File: src/srcut_pkg.sv
package srcut_pkg;

  // field widths
  localparam int unsigned CoordWidth   = 32;
  localparam int unsigned CoefWidth    = 16;
  localparam int unsigned CoefFracBits = 14;
  localparam int unsigned RowWidth     = 3 * CoefWidth;
  localparam int unsigned ProdWidth    = CoefWidth + CoordWidth;
  localparam int unsigned SumWidth     = ProdWidth + 2;
  localparam int unsigned CutWidth     = 2 * CoordWidth - 1;
  localparam int unsigned RemWidth     = CutWidth;
  localparam int unsigned ResWidth     = 2 * CoordWidth;
  localparam int unsigned RootSteps    = CoordWidth;
  localparam int unsigned ZWidth       = CoordWidth - 1;

  // register port
  localparam int unsigned AddrWidth = 6;
  localparam int unsigned DataWidth = 64;
  localparam int unsigned IdxLsb    = 3;

  typedef logic [AddrWidth-1-IdxLsb:0] reg_idx_t;

  localparam reg_idx_t RegMode    = reg_idx_t'(0);
  localparam reg_idx_t RegRowX    = reg_idx_t'(1);
  localparam reg_idx_t RegRowY    = reg_idx_t'(2);
  localparam reg_idx_t RegOffsetX = reg_idx_t'(3);
  localparam reg_idx_t RegOffsetY = reg_idx_t'(4);
  localparam reg_idx_t RegCutoff  = reg_idx_t'(5);

  // reset values: identity on the first two rows
  localparam logic [RowWidth-1:0] RowXReset = RowWidth'(64'd16384);
  localparam logic [RowWidth-1:0] RowYReset = RowWidth'(64'd1073741824);

  typedef struct packed {
    logic                         mode;
    logic [RowWidth-1:0]          row_x;
    logic [RowWidth-1:0]          row_y;
    logic signed [CoordWidth-1:0] off_x;
    logic signed [CoordWidth-1:0] off_y;
    logic [CutWidth-1:0]          cutoff_sq;
  } cfg_t;

  // word handed along the root chain
  typedef struct packed {
    logic signed [CoordWidth-1:0] x;
    logic signed [CoordWidth-1:0] y;
    logic [RemWidth-1:0]          rem;
    logic [ResWidth-1:0]          res;
  } root_word_t;

endpackage

File: src/srcut_regs.sv
module srcut_regs (
  input  logic                            clk_i,
  input  logic                            rst_ni,
  input  logic                            psel,
  input  logic                            penable,
  input  logic                            pwrite,
  input  logic [srcut_pkg::AddrWidth-1:0] paddr,
  input  logic [srcut_pkg::DataWidth-1:0] pwdata,
  output logic [srcut_pkg::DataWidth-1:0] prdata,
  output logic                            pready,
  output srcut_pkg::cfg_t                 cfg_o
);
  import srcut_pkg::*;

  cfg_t     cfg_q;
  reg_idx_t idx;
  logic     wr_en;

  assign idx    = paddr[AddrWidth-1:IdxLsb];
  assign wr_en  = psel && penable && pwrite;
  assign pready = 1'b1;
  assign cfg_o  = cfg_q;

  // register writes
  always_ff @(posedge clk_i or negedge rst_ni) begin
    if (!rst_ni) begin
      cfg_q.mode      <= 1'b0;
      cfg_q.row_x     <= RowXReset;
      cfg_q.row_y     <= RowYReset;
      cfg_q.off_x     <= '0;
      cfg_q.off_y     <= '0;
      cfg_q.cutoff_sq <= '0;
    end else if (wr_en) begin
      case (idx)
        RegMode:    cfg_q.mode      <= pwdata[0];
        RegRowX:    cfg_q.row_x     <= pwdata[RowWidth-1:0];
        RegRowY:    cfg_q.row_y     <= pwdata[RowWidth-1:0];
        RegOffsetX: cfg_q.off_x     <= pwdata[CoordWidth-1:0];
        RegOffsetY: cfg_q.off_y     <= pwdata[CoordWidth-1:0];
        RegCutoff:  cfg_q.cutoff_sq <= pwdata[CutWidth-1:0];
        default: ;
      endcase
    end
  end

  // read back
  always_comb begin
    case (idx)
      RegMode:    prdata = DataWidth'(cfg_q.mode);
      RegRowX:    prdata = DataWidth'(cfg_q.row_x);
      RegRowY:    prdata = DataWidth'(cfg_q.row_y);
      RegOffsetX: prdata = DataWidth'(unsigned'(cfg_q.off_x));
      RegOffsetY: prdata = DataWidth'(unsigned'(cfg_q.off_y));
      RegCutoff:  prdata = DataWidth'(cfg_q.cutoff_sq);
      default:    prdata = '0;
    endcase
  end

endmodule

File: config.mk
export PLATFORM = sky130hd
export DESIGN_NAME = srcut_regs
export DESIGN_NICKNAME = d
export VERILOG_FILES = /design/src/srcut_pkg.sv /design/src/srcut_regs.sv
export SDC_FILE = /design/constraint.sdc
export NUM_CORES = 1
export LEC_CHECK = 0
export ABC_CLOCK_PERIOD_IN_PS = 2450
export BUFFER_PORTS_ARGS = -buffer_cell sky130_fd_sc_hd__buf_2
export CORE_ASPECT_RATIO = 0.9
export CORE_MARGIN = 2
export CORE_UTILIZATION = 50
export DETAILED_ROUTE_END_ITERATION = 7
export PLACE_DENSITY = 0.81
export SETUP_SLACK_MARGIN = 0.05
export SLEW_MARGIN = 20
export SYNTH_ARGS = -nofsm -noshare
export SYNTH_HDL_FRONTEND = slang
export SYNTH_SLANG_ARGS = --single-unit
File: constraint.sdc
create_clock -name clk_i -period 2.45 [get_ports clk_i]
set_clock_uncertainty 0.15 [all_clocks]
set_input_delay 0.3675 -clock clk_i [delete_from_list [all_inputs] [get_ports clk_i]]
set_output_delay 0.3675 -clock clk_i [all_outputs]
set_load 0.02 [all_outputs]
==> impl_metrics.yaml, run 1 <==
clocking:
  cts_tree: "done"
  cts_buffers: 24
  h-tree-depth: 1
  insertion_delay_ns: 0.50
  clock-sinks: 224
  postCtsSetupBuffers: 0
  clk_pin_slew_ns: 0.06
  root_buffer: "clkbuf_16"
  cts_max_path_buffers: 3
sta:
  setup-tns-final_ns: 0
  hold_ws_ns: 0.0208
  setup_viol: 0
  relSlewSlack: 0.525
  fin_crit_ns: 2.35
  hold_violations: 0
  rsz0062_at_grt: "false"
  worstMarginPinSlew_ns: 0.711
  fmax_ghz: 0.425
  slew_violations: 0
  period_share: 0.961
synth:
  netlist.area_leader.share: 0.562
  syn_inst: 668
  synth_commonest_cells: "dfrtp_1, mux2_2, o2bb2ai_1, mux2i_1, a221o_1"
  synth_warnings: 0
  synth_edf_count: 0
  synth-seq-cells: 224
  post-synth-top-count-cell: "dfrtp_1"
  syn_nets: 743
  synthFlopType: "dfrtp_1"
  yosysTopAreaCell: "dfrtp_1"
  async_flop_share: 1.00
  syn_avg_cell_area_sq_um: 14.8
  synth-seq-area-share: 0.567
  synth.distinct_cells: 35
  syn-cell-area_sq_um: 9880
  synth_area_leaders: "dfrtp_1, mux2_2, o2bb2ai_1, mux2i_1, a221o_1"
routing:
  first_pass_iters: 5
  wl_um: 29700
  drc: 0
  wl_per_cell_um: 21.9
  viasPerCell: 5.66
  drt_iter0_drc: 383
  postRouteAntennaNets: 0
  num_vias: 7670
die:
  core-area_sq_um: 19300
  num_rows: 48
  io_pins: 364
  dieWidth_um: 152
  die_y_um: 137
  floorplan.initialDensity: 0.513
  dieArea_sq_um: 20900
worst_setup_path:
  worst_path_most_repeated_cell: "buf_2"
  crit_buf_inv: 2
  cp_data_arrival_time_ns: 1.84
  cp_max_fo: 15
  critPathCapture: "prdata[6]"
  cp_top_family: "simple AND/OR/NAND/NOR gates"
  crit_path_cell_trace: "buf_2 > nand2b_1 > nor2_4 > a221o_1 > buf_2"
  reg2reg_depth: 1
  cpPeakStageDelay_ns: 0.64
  r2r-start: "cfg_o[188]"
  rrSetupSlack_ns: 1.45
  slowest_stage: "nor2_4"
  r2r-end: "cfg_o[188]"
  cp-end-kind: "primary output"
  crit_required_ns: 1.93
  start_kind: "input pin"
  crit_start: "paddr[5]"
  cp_num_cells: 5
  worstSetupPathType: "input pin to primary output"
layout:
  drive_gt1_frac: 0.591
  largest_register_ffs: 224
  n_antenna_cell: 0
  finalNonFillerCells: 1354
  areaGrowthSynthToFinish_pct: 35.8
  nets: 1162
status:
  outcome: "finished clean"
grt:
  grt_max_degree: 72
  grt_pass1_wl_um: 45400
  antenna_found_initial: 0
  grt_use_total: 0.273
  grt_pass1_vias: 8178
  grt_overflow: 0
power_and_ir_drop:
  power_leakage_nw: 6.80
  pwr_density_cell_nw_per_um2: 886
  total_power_mw: 11.9
  peakVddDrop_mv: 0.655
worst_hold_path:
  hold_class: "input pin to flop"
placed_design:
  dp_cells: 1256
  hpwlAfterDp_um: 19200
  place_congestion: 0.790
  numPortBuffers: 357
run:
  cap_violations: 0
how the worst min path moves through the flow:
stage,to,slack [ns],depth (start not counted),startpoint
finish,cfg_o[204],0.02,2,pwdata[29]
floorplan,cfg_o[0],-0.08,0,rst_ni
CTS,cfg_o[198],0.004,2,pwdata[23]
detailed placement,cfg_o[219],0.28,1,rst_ni
global placement,cfg_o[171],0.28,1,rst_ni
global route,cfg_o[86],0.01,2,pwdata[23]
layout make-up:
type / instances / area [sq um]
clock buffer: 37 / 731
clock inverter: 6 / 35.0
fill: 1307 / 5850
inverter: 1 / 3.75
multi-input combinational: 392 / 4010
sequential: 224 / 5610
tap: 250 / 313
timing repair buffer: 444 / 2730
metrics by stage:
step / worst slack [ns] / utilization / area (sq um)
after floorplan: 0.294 / - / 9880
after global placement: 0.0683 / 0.628 / 12100
after detailed placement: 0.0221 / 0.628 / 12100
after CTS: 0.0246 / 0.696 / 13400
after global routing: 0.0607 / 0.696 / 13400
final: 0.0967 / 0.696 / 13400
where the power goes:
part | leakage, nW | internal (mW) | switching [mW]
logic | 3.57 | 1.38 | 1.99
registers | 2.86 | 4.43 | 0.618
clock network | 0.374 | 2.05 | 1.43
total | 6.80 | 7.86 | 4.04
cell families (layout without fill, tap and decap cells):
family,count (synthesis),in the layout,synth area share
AOI/OAI and AO/OA,98,98,0.0876
other,2,2,0.000760
DFF,224,224,0.567
and+or+nand+nor,34,35,0.0238
buffers and inverters,53,488,0.0319
muxes,257,257,0.289
cells in the final DEF (no fill, tap or decap), types with 6 or more instances in the layout:
master	netlist	final
a221o_1	31	31
mux2_2	212	212
dlygate4sd3_1	0	54
dfrtp_1	222	222
mux2i_1	33	33
mux2_1	12	12
a22oi_1	16	16
clkbuf_8	0	7
clkbuf_1	14	6
and2_1	15	15
buf_12	0	11
clkbuf_16	0	25
buf_2	11	356
buf_4	21	21
o2bb2ai_1	46	46
routing by layer:
| layer | up-vias | GRT usage | wire length [um] |
|---|---|---|---|
| met5 | - | 0 | 0 |
| met4 | 0 | 0.0831 | 756 |
| met3 | 64 | 0.0727 | 2360 |
| met2 | 358 | 0.476 | 15000 |
| met1 | 3898 | 0.338 | 11600 |
| li1 | 3350 | - | - |
timing repair:
item / CTS / global route
endpoints found under the hold margin: 200 / 0
resized for setup: 0 / 2
cloned: 0 / 1
pin swaps: 0 / 1
setup endpoints to repair: 14 / 31
hold buffers: 54 / 0
Power figures use the tool's default switching activity.
==> inputs of run 2 (changes only) <==
Settings changed: BUFFER_PORTS_ARGS -buffer_cell sky130_fd_sc_hd__buf_2 to -buffer_cell sky130_fd_sc_hd__buf_4, CELL_PAD_IN_SITES_DETAIL_PLACEMENT set to 1, CELL_PAD_IN_SITES_GLOBAL_PLACEMENT set to 2, CORE_UTILIZATION 50 to 33.
==> run 2 against run 1 <==
Compared with the run above:
- sequential share of layout area fell by 3.7 points
- setup slack improved by 0.14 ns
- clock-buffer cell count rose by 6
- cell area rose by 9.8%
- clock power rose by 8.6%
- via count fell by 0.85%
- critical path depth rose by 1
- global-route usage fell by 6.2 points
- routed wire length rose by 13%
- combinational power rose by 17%
- critical path type unchanged
- largest power group unchanged
==> impl_metrics.yaml, run 2 (synthesized netlist as in run 1, its figures left out) <==
placed_design:
  hpwlAfterDp_um: 22600
  place_congestion: 0.770
  dp_cells: 1410
  numPortBuffers: 357
  dpl_cell_area_sq_um: 13300
clocking:
  root_buffer: "clkbuf_16"
  insertion_delay_ns: 0.52
  clock-sinks: 224
  cts-resized-gates: 0
  h-tree-depth: 1
  cts_tree: "done"
  cts_buffers: 26
  clk_pin_slew_ns: 0.06
  cts_max_path_buffers: 3
worst_setup_path:
  worst_path_most_repeated_cell: "buf_4"
  cp_data_arrival_time_ns: 1.70
  cp_max_fo: 14
  cpPeakStageDelay_ns: 0.34
  slowest_stage: "buf_4"
  start_kind: "input pin"
  reg2reg_depth: 1
  crit_required_ns: 1.93
  crit_path_cell_trace: "buf_4 > buf_4 > mux2i_1 > o2bb2ai_1 > a221o_1 > buf_4"
  cp_num_cells: 6
  worstSetupPathType: "input pin to primary output"
  cp-end-kind: "primary output"
  crit_buf_inv: 3
  cp_top_family: "buffers and inverters"
routing:
  viasPerCell: 5.00
  num_vias: 7605
  wl_per_cell_um: 22.1
  drc: 0
  wl_um: 33600
  postRouteAntennaNets: 0
  drt_iter0_drc: 321
  first_pass_iters: 4
die:
  dieWidth_um: 186
  num_rows: 60
  floorplan.initialDensity: 0.333
  die_y_um: 168
  io_pins: 364
  core-area_sq_um: 29700
  dieArea_sq_um: 31400
layout:
  finalNonFillerCells: 1522
  nets: 1174
  final_cell_mix: "buf_4, dfrtp_1, mux2_2"
  n_antenna_cell: 0
  areaGrowthSynthToFinish_pct: 49.1
  drive_gt1_frac: 0.583
  design_area_sq_um: 14700
  fill_cells: 3027
  largest_register_ffs: 224
  layout_commonest_cell: "buf_4"
sta:
  fmax_ghz: 0.452
  rsz0062_at_grt: "false"
  setup-tns-final_ns: 0
  slew_violations: 0
  period_share: 0.903
  fin_crit_ns: 2.21
  setup_viol: 0
  hold_violations: 0
power_and_ir_drop:
  peakVddDrop_mv: 0.514
  pwr_density_cell_nw_per_um2: 868
  power_leakage_nw: 7.05
status:
  outcome: "finished clean"
run:
  cap_violations: 0
worst_hold_path:
  hold_class: "input pin to asynchronous set/reset pin"
grt:
  grt_max_degree: 48
  grt_pass1_vias: 8220
  grt_overflow: 0
  grt_pass1_wl_um: 51600
  grt_use_total: 0.212
  antenna_found_initial: 0
run 2: cell count changes in the layout (fill, tap and decap cells not counted), moves of 2 or more:
| cell | previous run | this run |
|---|---|---|
| buf_4 | 21 | 374 |
| clkbuf_16 | 25 | 27 |
| clkbuf_1 | 6 | 12 |
| buf_12 | 11 | 16 |
| buf_2 | 356 | 0 |
| clkbuf_8 | 7 | 4 |
| dlygate4sd3_1 | 54 | 64 |
| clkinv_2 | 4 | 2 |
run 2: timing repair:
| action | CTS | global route |
|---|---|---|
| hold buffers | 64 | 0 |
| endpoints found under the hold margin | 277 | 0 |
| buffers inserted | 0 | 0 |
run 2: path summary, 6_finish.rpt:
kind / from / endpoint / slack [ns]
worst max-delay path: paddr[3] / prdata[11] / 0.24
worst min-delay path: rst_ni / cfg_o[61] / 0.20
worst max register to register: cfg_o[101] / cfg_o[101] / 1.49
worst min register to register: cfg_o[52] / cfg_o[52] / 0.37
max in group asynchronous: rst_ni / cfg_o[189] / 1.22
min in group clk_i: penable / cfg_o[223] / 0.26
run 2: metal layers:
| layer | up-vias | share of wire | GRT usage |
|---|---|---|---|
| li1 | 3375 | - | - |
| met1 | 3929 | 0.43 | 0.276 |
| met2 | 243 | 0.48 | 0.352 |
| met3 | 58 | 0.062 | 0.0507 |
| met4 | 0 | 0.028 | 0.0619 |
| met5 | - | 0 | 0 |
run 2: stage by stage:
| stage | hold WS (ns) | power, mW | setup WS, ns | util |
|---|---|---|---|---|
| finish | 0.201 | 12.8 | 0.236 | 0.497 |
| global route | 0.215 | 13.4 | 0.146 | 0.497 |
| CTS | 0.183 | 12.9 | 0.221 | 0.497 |
| detailed placement | 0.154 | 9.00 | 0.255 | 0.447 |
| global placement | 0.152 | 8.92 | 0.264 | 0.447 |
| floorplan | -0.0781 | 6.96 | 0.294 | - |
run 2: report_power, final:
group | switching [mW] | total (mW) | leakage (nW) | internal (mW)
Combinational | 2.06 | 3.95 | 3.79 | 1.89
Clock | 1.53 | 3.78 | 0.402 | 2.26
Sequential | 0.612 | 5.05 | 2.86 | 4.43
Total | 4.20 | 12.8 | 7.05 | 8.58
run 2: cell type report:
type | instances | area, sq um | area share
flip-flops and latches | 224 | 5610 | 0.381
repair buffers | 455 | 3780 | 0.257
well taps | 403 | 504 | 0.0342
inverters | 1 | 3.75 | 0.000255
multi-input cells | 391 | 4010 | 0.272
clock inverters | 5 | 56.3 | 0.00382
clock buffers | 43 | 776 | 0.0526
