[config.mk]
export PLATFORM = sky130hd
export DESIGN_NAME = srcut_root_cell
export DESIGN_NICKNAME = d
export VERILOG_FILES = /design/src/srcut_pkg.sv /design/src/srcut_root_cell.sv
export SDC_FILE = /design/constraint.sdc
export NUM_CORES = 1
export LEC_CHECK = 0
export BUFFER_PORTS_ARGS = -buffer_cell sky130_fd_sc_hd__buf_2
export CAP_MARGIN = 0
export CORE_MARGIN = 2
export CORE_UTILIZATION = 35
export CTS_BUF_LIST = sky130_fd_sc_hd__clkbuf_8
export DETAILED_ROUTE_END_ITERATION = 10
export GPL_TIMING_DRIVEN = 0
export SKIP_CTS_REPAIR_TIMING = 1
export SYNTH_ARGS = -nofsm -noshare
export SYNTH_HDL_FRONTEND = slang
export SYNTH_SLANG_ARGS = --single-unit
export TNS_END_PERCENT = 10
[constraint.sdc]
create_clock -name clk_i -period 10.68 [get_ports clk_i]
set_input_delay 2.136 -clock clk_i [delete_from_list [all_inputs] [get_ports clk_i]]
set_output_delay 2.136 -clock clk_i [all_outputs]
set_load 0.005 [all_outputs]
[src/srcut_pkg.sv]
package srcut_pkg;

  // field widths
  localparam int unsigned CoordWidth   = 32;
  localparam int unsigned CoefWidth    = 16;
  localparam int unsigned CoefFracBits = 14;
  localparam int unsigned RowWidth     = 3 * CoefWidth;
  localparam int unsigned ProdWidth    = CoefWidth + CoordWidth;
  localparam int unsigned SumWidth     = ProdWidth + 2;
  localparam int unsigned CutWidth     = 2 * CoordWidth - 1;
  localparam int unsigned RemWidth     = CutWidth;
  localparam int unsigned ResWidth     = 2 * CoordWidth;
  localparam int unsigned RootSteps    = CoordWidth;
  localparam int unsigned ZWidth       = CoordWidth - 1;

  // register port
  localparam int unsigned AddrWidth = 6;
  localparam int unsigned DataWidth = 64;
  localparam int unsigned IdxLsb    = 3;

  typedef logic [AddrWidth-1-IdxLsb:0] reg_idx_t;

  localparam reg_idx_t RegMode    = reg_idx_t'(0);
  localparam reg_idx_t RegRowX    = reg_idx_t'(1);
  localparam reg_idx_t RegRowY    = reg_idx_t'(2);
  localparam reg_idx_t RegOffsetX = reg_idx_t'(3);
  localparam reg_idx_t RegOffsetY = reg_idx_t'(4);
  localparam reg_idx_t RegCutoff  = reg_idx_t'(5);

  // reset values: identity on the first two rows
  localparam logic [RowWidth-1:0] RowXReset = RowWidth'(64'd16384);
  localparam logic [RowWidth-1:0] RowYReset = RowWidth'(64'd1073741824);

  typedef struct packed {
    logic                         mode;
    logic [RowWidth-1:0]          row_x;
    logic [RowWidth-1:0]          row_y;
    logic signed [CoordWidth-1:0] off_x;
    logic signed [CoordWidth-1:0] off_y;
    logic [CutWidth-1:0]          cutoff_sq;
  } cfg_t;

  // word handed along the root chain
  typedef struct packed {
    logic signed [CoordWidth-1:0] x;
    logic signed [CoordWidth-1:0] y;
    logic [RemWidth-1:0]          rem;
    logic [ResWidth-1:0]          res;
  } root_word_t;

endpackage

[src/srcut_root_cell.sv]
module srcut_root_cell #(
  parameter int unsigned Step = 0
) (
  input  logic                  clk_i,
  input  logic                  rst_ni,
  input  logic                  in_valid_i,
  output logic                  in_stall_o,
  input  srcut_pkg::root_word_t in_word_i,
  output logic                  out_valid_o,
  output srcut_pkg::root_word_t out_word_o,
  input  logic                  out_stall_i
);
  import srcut_pkg::*;

  localparam logic [ResWidth-1:0] RootBit = ResWidth'(1) << (2 * Step);

  logic                valid_q;
  root_word_t          word_q, word_d;
  logic [ResWidth-1:0] trial;
  logic                take;

  assign in_stall_o = valid_q && out_stall_i;

  // one root bit: compare against res + 4^step
  always_comb begin
    trial       = in_word_i.res + RootBit;
    take        = ResWidth'(in_word_i.rem) >= trial;
    word_d      = in_word_i;
    if (take) begin
      word_d.rem = in_word_i.rem - trial[RemWidth-1:0];
      word_d.res = (in_word_i.res >> 1) + RootBit;
    end else begin
      word_d.res = in_word_i.res >> 1;
    end
  end

  always_ff @(posedge clk_i or negedge rst_ni) begin
    if (!rst_ni) begin
      valid_q <= 1'b0;
    end else if (!in_stall_o) begin
      valid_q <= in_valid_i;
    end
  end

  always_ff @(posedge clk_i) begin
    if (!in_stall_o && in_valid_i) begin
      word_q <= word_d;
    end
  end

  assign out_valid_o = valid_q;
  assign out_word_o  = word_q;

endmodule

==> flow_metrics.py, run 1 <==
metrics = {
    "logic_synthesis": {
        "ys_seq_area_share_pct": 44.7,
        "ys_async_sr_fraction_pct": 0.521,
        "synth_fa_ha_area_share_pct": 6.46,
        "synth-simple-area-share_pct": 17.1,
        "synth.distinct_cells": 65,
        "synth_top_family_by_area": "simple AND/OR/NAND/NOR gates",
        "yosysTopAreaCellShare_pct": 44.5,
        "synth_seq_cells": 192,
        "yosys_warnings": 0,
        "synth_edf_count": 191,
        "syn_nets": 1526,
        "synth_ff_type": "edfxtp_1",
        "synthMuxAreaShare_pct": 4.85,
        "synth_area_um2": 12900,
        "syn-instance-count": 1265,
        "yosys.area.top_type": "edfxtp_1",
        "synth-xor-area-share_pct": 12.4,
        "synth.area.top_cells": "edfxtp_1 (44%), xnor2_1 (7.0%), ha_1 (6.3%)",
        "avgSynthCellArea_um2": 10.2,
        "synth_compound_area_share_pct": 11.6,
    },
    "critical_path": {
        "crit_type": "in2reg",
        "critPathMaxFanout": 10,
        "startpoint_type": "input pin",
        "crit_arrival_ns": 9.13,
        "ff2ff_setup_slack_ns": 8.16,
        "end_kind": "register",
        "worstPathRequired_ns": 10.93,
    },
    "global_routing": {
        "grt.overflow.total": 0,
        "grt_usage_pct": 24.4,
        "grt_pass1_wl_um": 69500,
        "grt_max_degree": 36,
        "first_global_vias": 11100,
        "grt_antenna_before_repair": 9,
    },
    "hold_path": {
        "hp-class": "reg2reg",
    },
    "clock_tree": {
        "clock_latency_ns": 0.53,
        "cts-htree-levels": 4,
        "clock_path_buffers": 2,
        "path_clk_slew_ns": 0.12,
        "cts_sinks": 192,
        "cts_tree": "done",
        "root_buffer": "clkbuf_8",
        "cts_buffers": 17,
    },
    "timing": {
        "slew_viol_final": 0,
        "rsz0062_at_grt": "false",
        "finClkSkew_ns": 0.0260,
        "tightestPinTransition_ns": 1.13,
        "setup-violations-final": 0,
        "relSlewSlack_pct": 22.6,
        "hold_viol_final": 0,
        "timing.fmax_mhz": 113,
        "period_share_pct": 83.1,
        "fin_setup_tns_ns": 0,
        "period_minus_slack_ns": 8.88,
        "holdWs_ns": 0.739,
    },
    "detailed_routing": {
        "dr.pass1.iters": 6,
        "wl_um": 48200,
        "via_per_inst": 5.35,
        "wl_per_cell_um": 22.4,
        "drt_iter0_markers": 846,
        "vias": 11500,
        "drtAntennaViolNets": 0,
        "drc_errors": 0,
    },
    "die": {
        "core-area_um2": 36400,
        "die_h_um": 196,
        "die_area_um2": 38400,
        "die-width_um": 196,
        "ios": 388,
        "initial_core_util_pct": 35.4,
        "rows": 70,
    },
    "placement": {
        "gp_congestion": 0.956,
        "placed_cell_area_um2": 15500,
        "io_buffer_count": 378,
        "dp.cells": 2116,
        "dpl.hpwl_um": 39100,
    },
    "layout": {
        "drive_above_1_share_pct": 30.1,
        "instances_no_fill": 2151,
        "n_fill_cell": 3650,
        "fin_area_um2": 15900,
        "area_growth_pct": 23.3,
        "nets": 1928,
    },
    "flow_run": {
        "maxCapViolCount": 0,
    },
    "power_and_ir_drop": {
        "p_per_area_nw_per_um2": 121,
        "ir_worst_vdd_mv": 0.0734,
        "p_total_uw": 1920,
        "p_leak_uw": 0.00634,
    },
    "run_status": {
        "outcome": "complete, no violations",
    },
}
==> cells in the final DEF (no fill, tap or decap), drive strengths merged, types with 32 or more instances in the layout <==
cell type  instances
o21ai             39
mux2              52
xor2              80
inv               45
a21oi             80
ha                65
clkbuf            58
nor2             109
nand4             43
a21o              38
nand2            107
buf              397
nor3              32
nand3             57
xnor2            103
edfxtp           191
==> worst paths after layout <==
kind | startpoint | endpoint | depth (start not counted)
setup / recovery | in_word_i[2] | out_word_o[38] | 18
hold / removal | out_valid_o | out_valid_o | 2
setup reg to reg | out_valid_o | out_word_o[87] | 5
hold reg to reg | out_valid_o | out_valid_o | 2
max in group asynchronous | rst_ni | out_valid_o | 1
min in group asynchronous | rst_ni | out_valid_o | 1
==> sequential cells by signal (all words and copies together) (netlist names) <==
signal / cells
out_valid_o: 1
out_word_o: 191
==> cells in the mapped netlist, types with 5 or more instances <==
library cell	number
edfxtp_1	191
buf_2	13
nand4_1	43
xnor2_1	103
clkbuf_1	40
o31ai_1	6
a21o_1	38
nor4_1	10
nor3_1	29
or2_2	8
a211oi_1	7
nand3_1	57
inv_1	38
nand2b_1	5
xor2_1	80
o21bai_1	14
and2_1	12
nor2_1	109
or3_1	5
o211ai_1	5
o21ai_0	38
and4_1	8
mux2_2	52
and3_1	17
ha_1	65
a21oi_1	80
a31oi_1	7
nor2b_1	11
nand2_1	106
==> critical path, stage by stage <==
cell and delay, ns:
buf_2 0.14, ha_1 0.20, and3_1 0.21, and3_1 0.27, nand3_1 0.16, nor4_1 0.91, nand3_1 0.55, xor2_1 0.33
ha_1 0.32, buf_2 0.20, nand2_1 0.13, or3_1 0.42, or4_1 0.62, o311a_1 0.42, a211oi_4 0.78, nand2_1 0.62
nor3_1 0.56, xor2_1 0.13
==> logic make-up after synthesis <==
| group | Yosys count |
|---|---|
| AOI/OAI and AO/OA | 232 |
| xor gates and xnor gates | 183 |
| adders and majority gates | 66 |
| buffers and inverters | 93 |
| DFF | 192 |
| muxes | 56 |
| and+or+nand+nor | 443 |
==> report_power, final <==
part           internal [µW]  leakage, µW  switching [µW]
clock network            197     0.000200             317
registers                889      0.00183            12.1
logic                    206      0.00431             302
total                   1290      0.00634             632
==> layout make-up <==
class	count	area (µm²)	share of cell area (%)
tap	468	586	3.68
antenna	3	7.51	0.0472
multi-input combinational	980	6780	42.6
sequential	192	5760	36.2
buffer	55	228	1.43
timing repair buffer	383	1990	12.5
clock buffer	17	234	1.47
inverter	38	143	0.897
clock inverter	15	174	1.09
==> per-stage QoR <==
step | util [%] | setup WS (ns)
2_1_floorplan | - | 2.94
3_3_place_gp | 42.2 | 0.670
3_5_place_dp | 42.5 | 1.34
4_1_cts | 43.6 | 1.89
5_1_grt | 43.6 | 1.58
6_report | 43.6 | 1.80
==> per-layer routing <==
| metal | global-route usage [%] | vias to the layer above | part of all wire (%) |
|---|---|---|---|
| met4 | 8.39 | 12 | 2.5 |
| met1 | 32.5 | 5509 | 45 |
| met2 | 39.9 | 462 | 46 |
| met3 | 4.69 | 63 | 6.1 |
| li1 | - | 5460 | - |
| met5 | 0 | - | 0.16 |
No activity file was read; power rests on OpenSTA's default activity.
==> run 2, diff against run 1 <==
clock period = 8.7 ns   (was 10.68 ns; I/O delays follow)
==> flow_metrics.py, run 2 (synthesis gave the netlist of run 1 again) <==
metrics = {
    "die": {
        "die-width_um": 196,
        "ios": 388,
        "die_area_um2": 38400,
        "die_h_um": 196,
        "core-area_um2": 36400,
        "initial_core_util_pct": 35.4,
        "rows": 70,
    },
    "detailed_routing": {
        "via_per_inst": 5.35,
        "dr.pass1.iters": 5,
        "drc_errors": 0,
        "wl_per_cell_um": 22.4,
        "vias": 11500,
        "drtAntennaViolNets": 0,
        "wl_um": 48100,
        "drt_iter0_markers": 845,
    },
    "run_status": {
        "outcome": "complete, no violations",
    },
    "critical_path": {
        "ff2ff_setup_slack_ns": 6.18,
        "crit_arrival_ns": 8.35,
        "startpoint_type": "input pin",
        "timing.rr.start": "out_valid_o",
        "worstPathRequired_ns": 8.95,
        "r2r-end": "out_word_o[87]",
        "ff2ff_path_depth": 5,
        "critPathMaxFanout": 10,
        "crit_type": "in2reg",
        "endpoint": "out_word_o[38]",
        "startpoint": "in_word_i[2]",
        "end_kind": "register",
    },
    "layout": {
        "drive_above_1_share_pct": 30.1,
        "layout_common_cells": "buf_2 (391), edfxtp_1 (191), nor2_1 (109)",
        "nets": 1928,
        "largest_reg_flops": 191,
        "final_common_cell": "buf_2",
        "area_growth_pct": 23.3,
    },
    "clock_tree": {
        "cts_tree": "done",
        "cts_sinks": 192,
        "cts_buffers": 17,
        "clock_latency_ns": 0.53,
        "path_clk_slew_ns": 0.12,
        "cts-htree-levels": 4,
        "root_buffer": "clkbuf_8",
        "clock_path_buffers": 2,
    },
    "global_routing": {
        "grt_max_degree": 36,
        "grt_antenna_before_repair": 9,
        "grt_usage_pct": 24.4,
        "first_global_vias": 11100,
        "grt.overflow.total": 0,
        "grt_pass1_wl_um": 69500,
    },
    "timing": {
        "relSlewSlack_pct": 19.1,
        "period_share_pct": 93.1,
        "finClkSkew_ns": 0.0265,
        "slew_viol_final": 0,
        "setup-violations-final": 0,
        "period_minus_slack_ns": 8.10,
        "tightestPinTransition_ns": 1.18,
        "rsz0062_at_grt": "false",
        "fin_ws_ns": 0.604,
        "hold_viol_final": 0,
        "timing.fmax_mhz": 124,
    },
    "power_and_ir_drop": {
        "ir_worst_vdd_mv": 0.0903,
        "p_total_uw": 2360,
        "p_leak_uw": 0.00634,
        "p_per_area_nw_per_um2": 148,
    },
    "placement": {
        "io_buffer_count": 378,
        "dpl.hpwl_um": 39100,
        "gp_congestion": 0.956,
        "dp_slack_ns": -0.247,
    },
    "hold_path": {
        "hp-class": "reg2reg",
    },
    "flow_run": {
        "maxCapViolCount": 0,
    },
}
==> run 2: cell types whose count changed in the layout (fill, tap and decap cells not counted) <==
| cell | previous run | this run |
|---|---|---|
| nor4_1 | 10 | 9 |
| nor4_2 | 3 | 4 |
==> run 2: through the flow <==
step	utilization, %	std cells	hold slack (ns)	TNS (ns)	cell area [µm²]
finish	43.7	2151	0.739	0	15900
global route	43.7	2151	0.810	0	15900
CTS	43.6	2148	0.748	0	15900
detailed placement	42.5	2116	0.722	-1.52	15500
global placement	42.2	2111	0.616	-168.33	15400
floorplan	-	1265	0.660	0	12900
==> run 2: cell type report <==
| class | count | area [µm²] |
|---|---|---|
| antenna | 3 | 7.51 |
| buffer | 55 | 228 |
| clock buffer | 17 | 234 |
| clock inverter | 15 | 174 |
| fill | 3648 | 20500 |
| inverter | 38 | 143 |
| multi-input combinational | 980 | 6780 |
| sequential | 192 | 5760 |
| tap | 468 | 586 |
| timing repair buffer | 383 | 1990 |
==> run 2: layer usage <==
metal	track usage [%]	vias up	share of wire (%)
met5	0	-	0.16
met4	8.39	12	2.6
met3	4.69	64	6.6
met2	39.9	492	46
met1	32.5	5492	44
li1	-	5457	-
==> run 2: how the worst min path moves through the flow <==
| stage | from | endpoint | slack [ns] | depth (start not counted) |
|---|---|---|---|---|
| after detailed placement | out_valid_o | out_valid_o | 0.72 | 2 |
| final | out_valid_o | out_valid_o | 0.74 | 2 |
| after CTS | out_valid_o | out_valid_o | 0.75 | 2 |
| after floorplan | out_valid_o | out_valid_o | 0.66 | 2 |
| after global placement | out_valid_o | out_valid_o | 0.62 | 2 |
| after global routing | out_valid_o | out_valid_o | 0.81 | 2 |
==> run 2: report_power, final <==
part / switching (µW) / internal (µW)
clock: 389 / 242
sequential: 14.8 / 1090
combinational: 371 / 253
==> run 2: critical path: stages <==
cell	delay, ns
buf_2	0.14
ha_1	0.20
and3_1	0.21
and3_1	0.27
nand3_1	0.18
nor4_2	0.63
nand3_1	0.47
xor2_1	0.31
ha_1	0.32
buf_2	0.20
nand2_1	0.13
or3_1	0.42
or4_1	0.61
o311a_1	0.42
a211oi_4	0.77
nand2_1	0.62
nor3_1	0.56
xor2_1	0.13
==> run 3, diff against run 2 <==
CORE_UTILIZATION = 45   (was 35)
PLACE_DENSITY = 0.71   (was default)
==> flow_metrics.py, run 3 (synthesis gave the netlist of run 1 again) <==
metrics = {
    "timing": {
        "rsz0062_at_grt": "false",
        "slew_viol_final": 0,
        "period_share_pct": 93.7,
        "tightestPinTransition_ns": 1.05,
        "period_minus_slack_ns": 8.16,
        "setup-violations-final": 0,
        "finClkSkew_ns": 0.0162,
        "fin_setup_tns_ns": 0,
        "timing.fmax_mhz": 123,
        "fin_ws_ns": 0.544,
        "relSlewSlack_pct": 29.4,
        "hold_viol_final": 0,
    },
    "placement": {
        "io_buffer_count": 378,
        "dpl.hpwl_um": 37900,
        "placed_cell_area_um2": 15400,
        "dp_slack_ns": 0.214,
        "gp_congestion": 0.959,
    },
    "detailed_routing": {
        "wl_per_cell_um": 22.5,
        "via_per_inst": 5.67,
        "dr.pass1.iters": 6,
        "drtAntennaViolNets": 0,
        "wl_um": 46400,
        "drt_iter0_markers": 983,
        "drc_errors": 0,
        "vias": 11700,
    },
    "power_and_ir_drop": {
        "ir_worst_vdd_mv": 0.0834,
        "switching_share_pct": 32.8,
        "p_per_area_nw_per_um2": 150,
        "combPwrFrac_pct": 26.4,
        "p_seq_share_pct": 46.7,
        "clkPwrFrac_pct": 26.9,
        "internal-power_uw": 1590,
        "p_leak_uw": 0.00636,
        "p_total_uw": 2370,
        "power.switching_uw": 777,
    },
    "global_routing": {
        "grt_usage_pct": 30.0,
        "grt.overflow.total": 0,
        "grt_max_degree": 38,
        "first_global_vias": 11200,
        "grt_pass1_wl_um": 68200,
        "grt_antenna_before_repair": 8,
    },
    "flow_run": {
        "maxCapViolCount": 0,
    },
    "clock_tree": {
        "cts-htree-levels": 4,
        "clock_path_buffers": 2,
        "path_clk_slew_ns": 0.12,
        "root_buffer": "clkbuf_8",
        "cts_sinks": 192,
        "clock_latency_ns": 0.50,
        "cts_tree": "done",
        "cts_buffers": 17,
    },
    "critical_path": {
        "critPathTopFamily": "simple AND/OR/NAND/NOR gates",
        "path_buf_inv": 2,
        "crit_path_max_incr_delay_ns": 0.86,
        "crit_type": "in2reg",
        "end_kind": "register",
        "crit_path_top_delay_cell": "nor4_1",
        "crit_arrival_ns": 8.39,
        "startpoint_type": "input pin",
        "critPathMaxFanout": 10,
        "worstPathRequired_ns": 8.93,
        "ff2ff_setup_slack_ns": 6.44,
        "path_cells": "buf_2, ha_1, and3_1, and3_1, nand3_1, nor4_1, nand3_1, xor2_1, ha_1, buf_2, nand2_1, or3_1, or4_1, o311a_1, a211oi_4, nand2_1, nor3_1, xor2_1",
    },
    "layout": {
        "layout_common_cells": "buf_2 (391), edfxtp_1 (191), nor2_1 (109)",
        "final_common_cell": "buf_2",
        "area_growth_pct": 22.7,
        "drive_above_1_share_pct": 30.1,
        "nets": 1929,
        "fin_area_um2": 15800,
        "multi_input_area_um2": 6780,
        "largest_reg_flops": 191,
        "n_fill_cell": 2582,
        "seqCellArea_um2": 5760,
    },
    "die": {
        "core-area_um2": 28000,
        "die-width_um": 173,
        "initial_core_util_pct": 46.1,
        "ios": 388,
        "rows": 61,
        "die_area_um2": 30000,
        "die_h_um": 173,
    },
    "hold_path": {
        "hp-class": "reg2reg",
    },
    "run_status": {
        "outcome": "complete, no violations",
    },
}
## run 3: cell count changes in the layout (fill, tap and decap cells not counted), sizes merged
cell,delta
clkinv,+1
clkinvlp,-1
diode,+4
dlymetal6s2s,+1
## run 3: path summary, 6_finish.rpt
check / startpoint / endpoint / depth (start not counted)
worst max-delay path: in_word_i[1] / out_word_o[46] / 18
worst min-delay path: out_valid_o / out_valid_o / 2
worst max register to register: out_valid_o / out_word_o[80] / 4
worst min register to register: out_valid_o / out_valid_o / 2
max in group asynchronous: rst_ni / out_valid_o / 1
min in group asynchronous: rst_ni / out_valid_o / 1
## run 3: area by class of cell
type | count | area share [%]
diodes | 7 | 0.111
plain buffers | 55 | 1.44
clock buffers | 17 | 1.48
clock inverters | 15 | 1.20
inverters | 38 | 0.901
multi-input cells | 980 | 42.8
flip-flops and latches | 192 | 36.4
well taps | 378 | 2.99
repair buffers | 384 | 12.7
## run 3: routing by layer
layer | up-vias | GRT usage, % | wire [µm]
met2 | 545 | 50.6 | 22400
met3 | 80 | 4.78 | 2980
li1 | 5482 | - | -
met5 | - | 0 | 13
met4 | 2 | 10.9 | 1440
met1 | 5613 | 39.1 | 19500
## run 3: power groups by stage
| stage | sequential, µW | combinational, µW | clock, µW |
|---|---|---|---|
| global placement | 1140 | 603 | 0 |
| floorplan | 1140 | 354 | 0 |
| finish | 1110 | 625 | 637 |
| global route | 1110 | 678 | 679 |
| detailed placement | 1130 | 612 | 0 |
| CTS | 1110 | 616 | 643 |
## run 3: through the flow
step	hold WS [ns]	std cells	utilization, %
global placement	0.624	2021	54.5
CTS	0.739	2058	56.4
finish	0.733	2066	56.5
detailed placement	0.707	2026	54.9
floorplan	0.660	1265	-
global route	0.765	2065	56.5
## run 3: worst reg2reg max path: cells and delay by family, from the launching register on
kind | cells | cell delay (ns)
buffers and inverters | 2 | 0.59
flip-flops | 1 | 0.39
AND/OR/NAND/NOR | 2 | 0.94
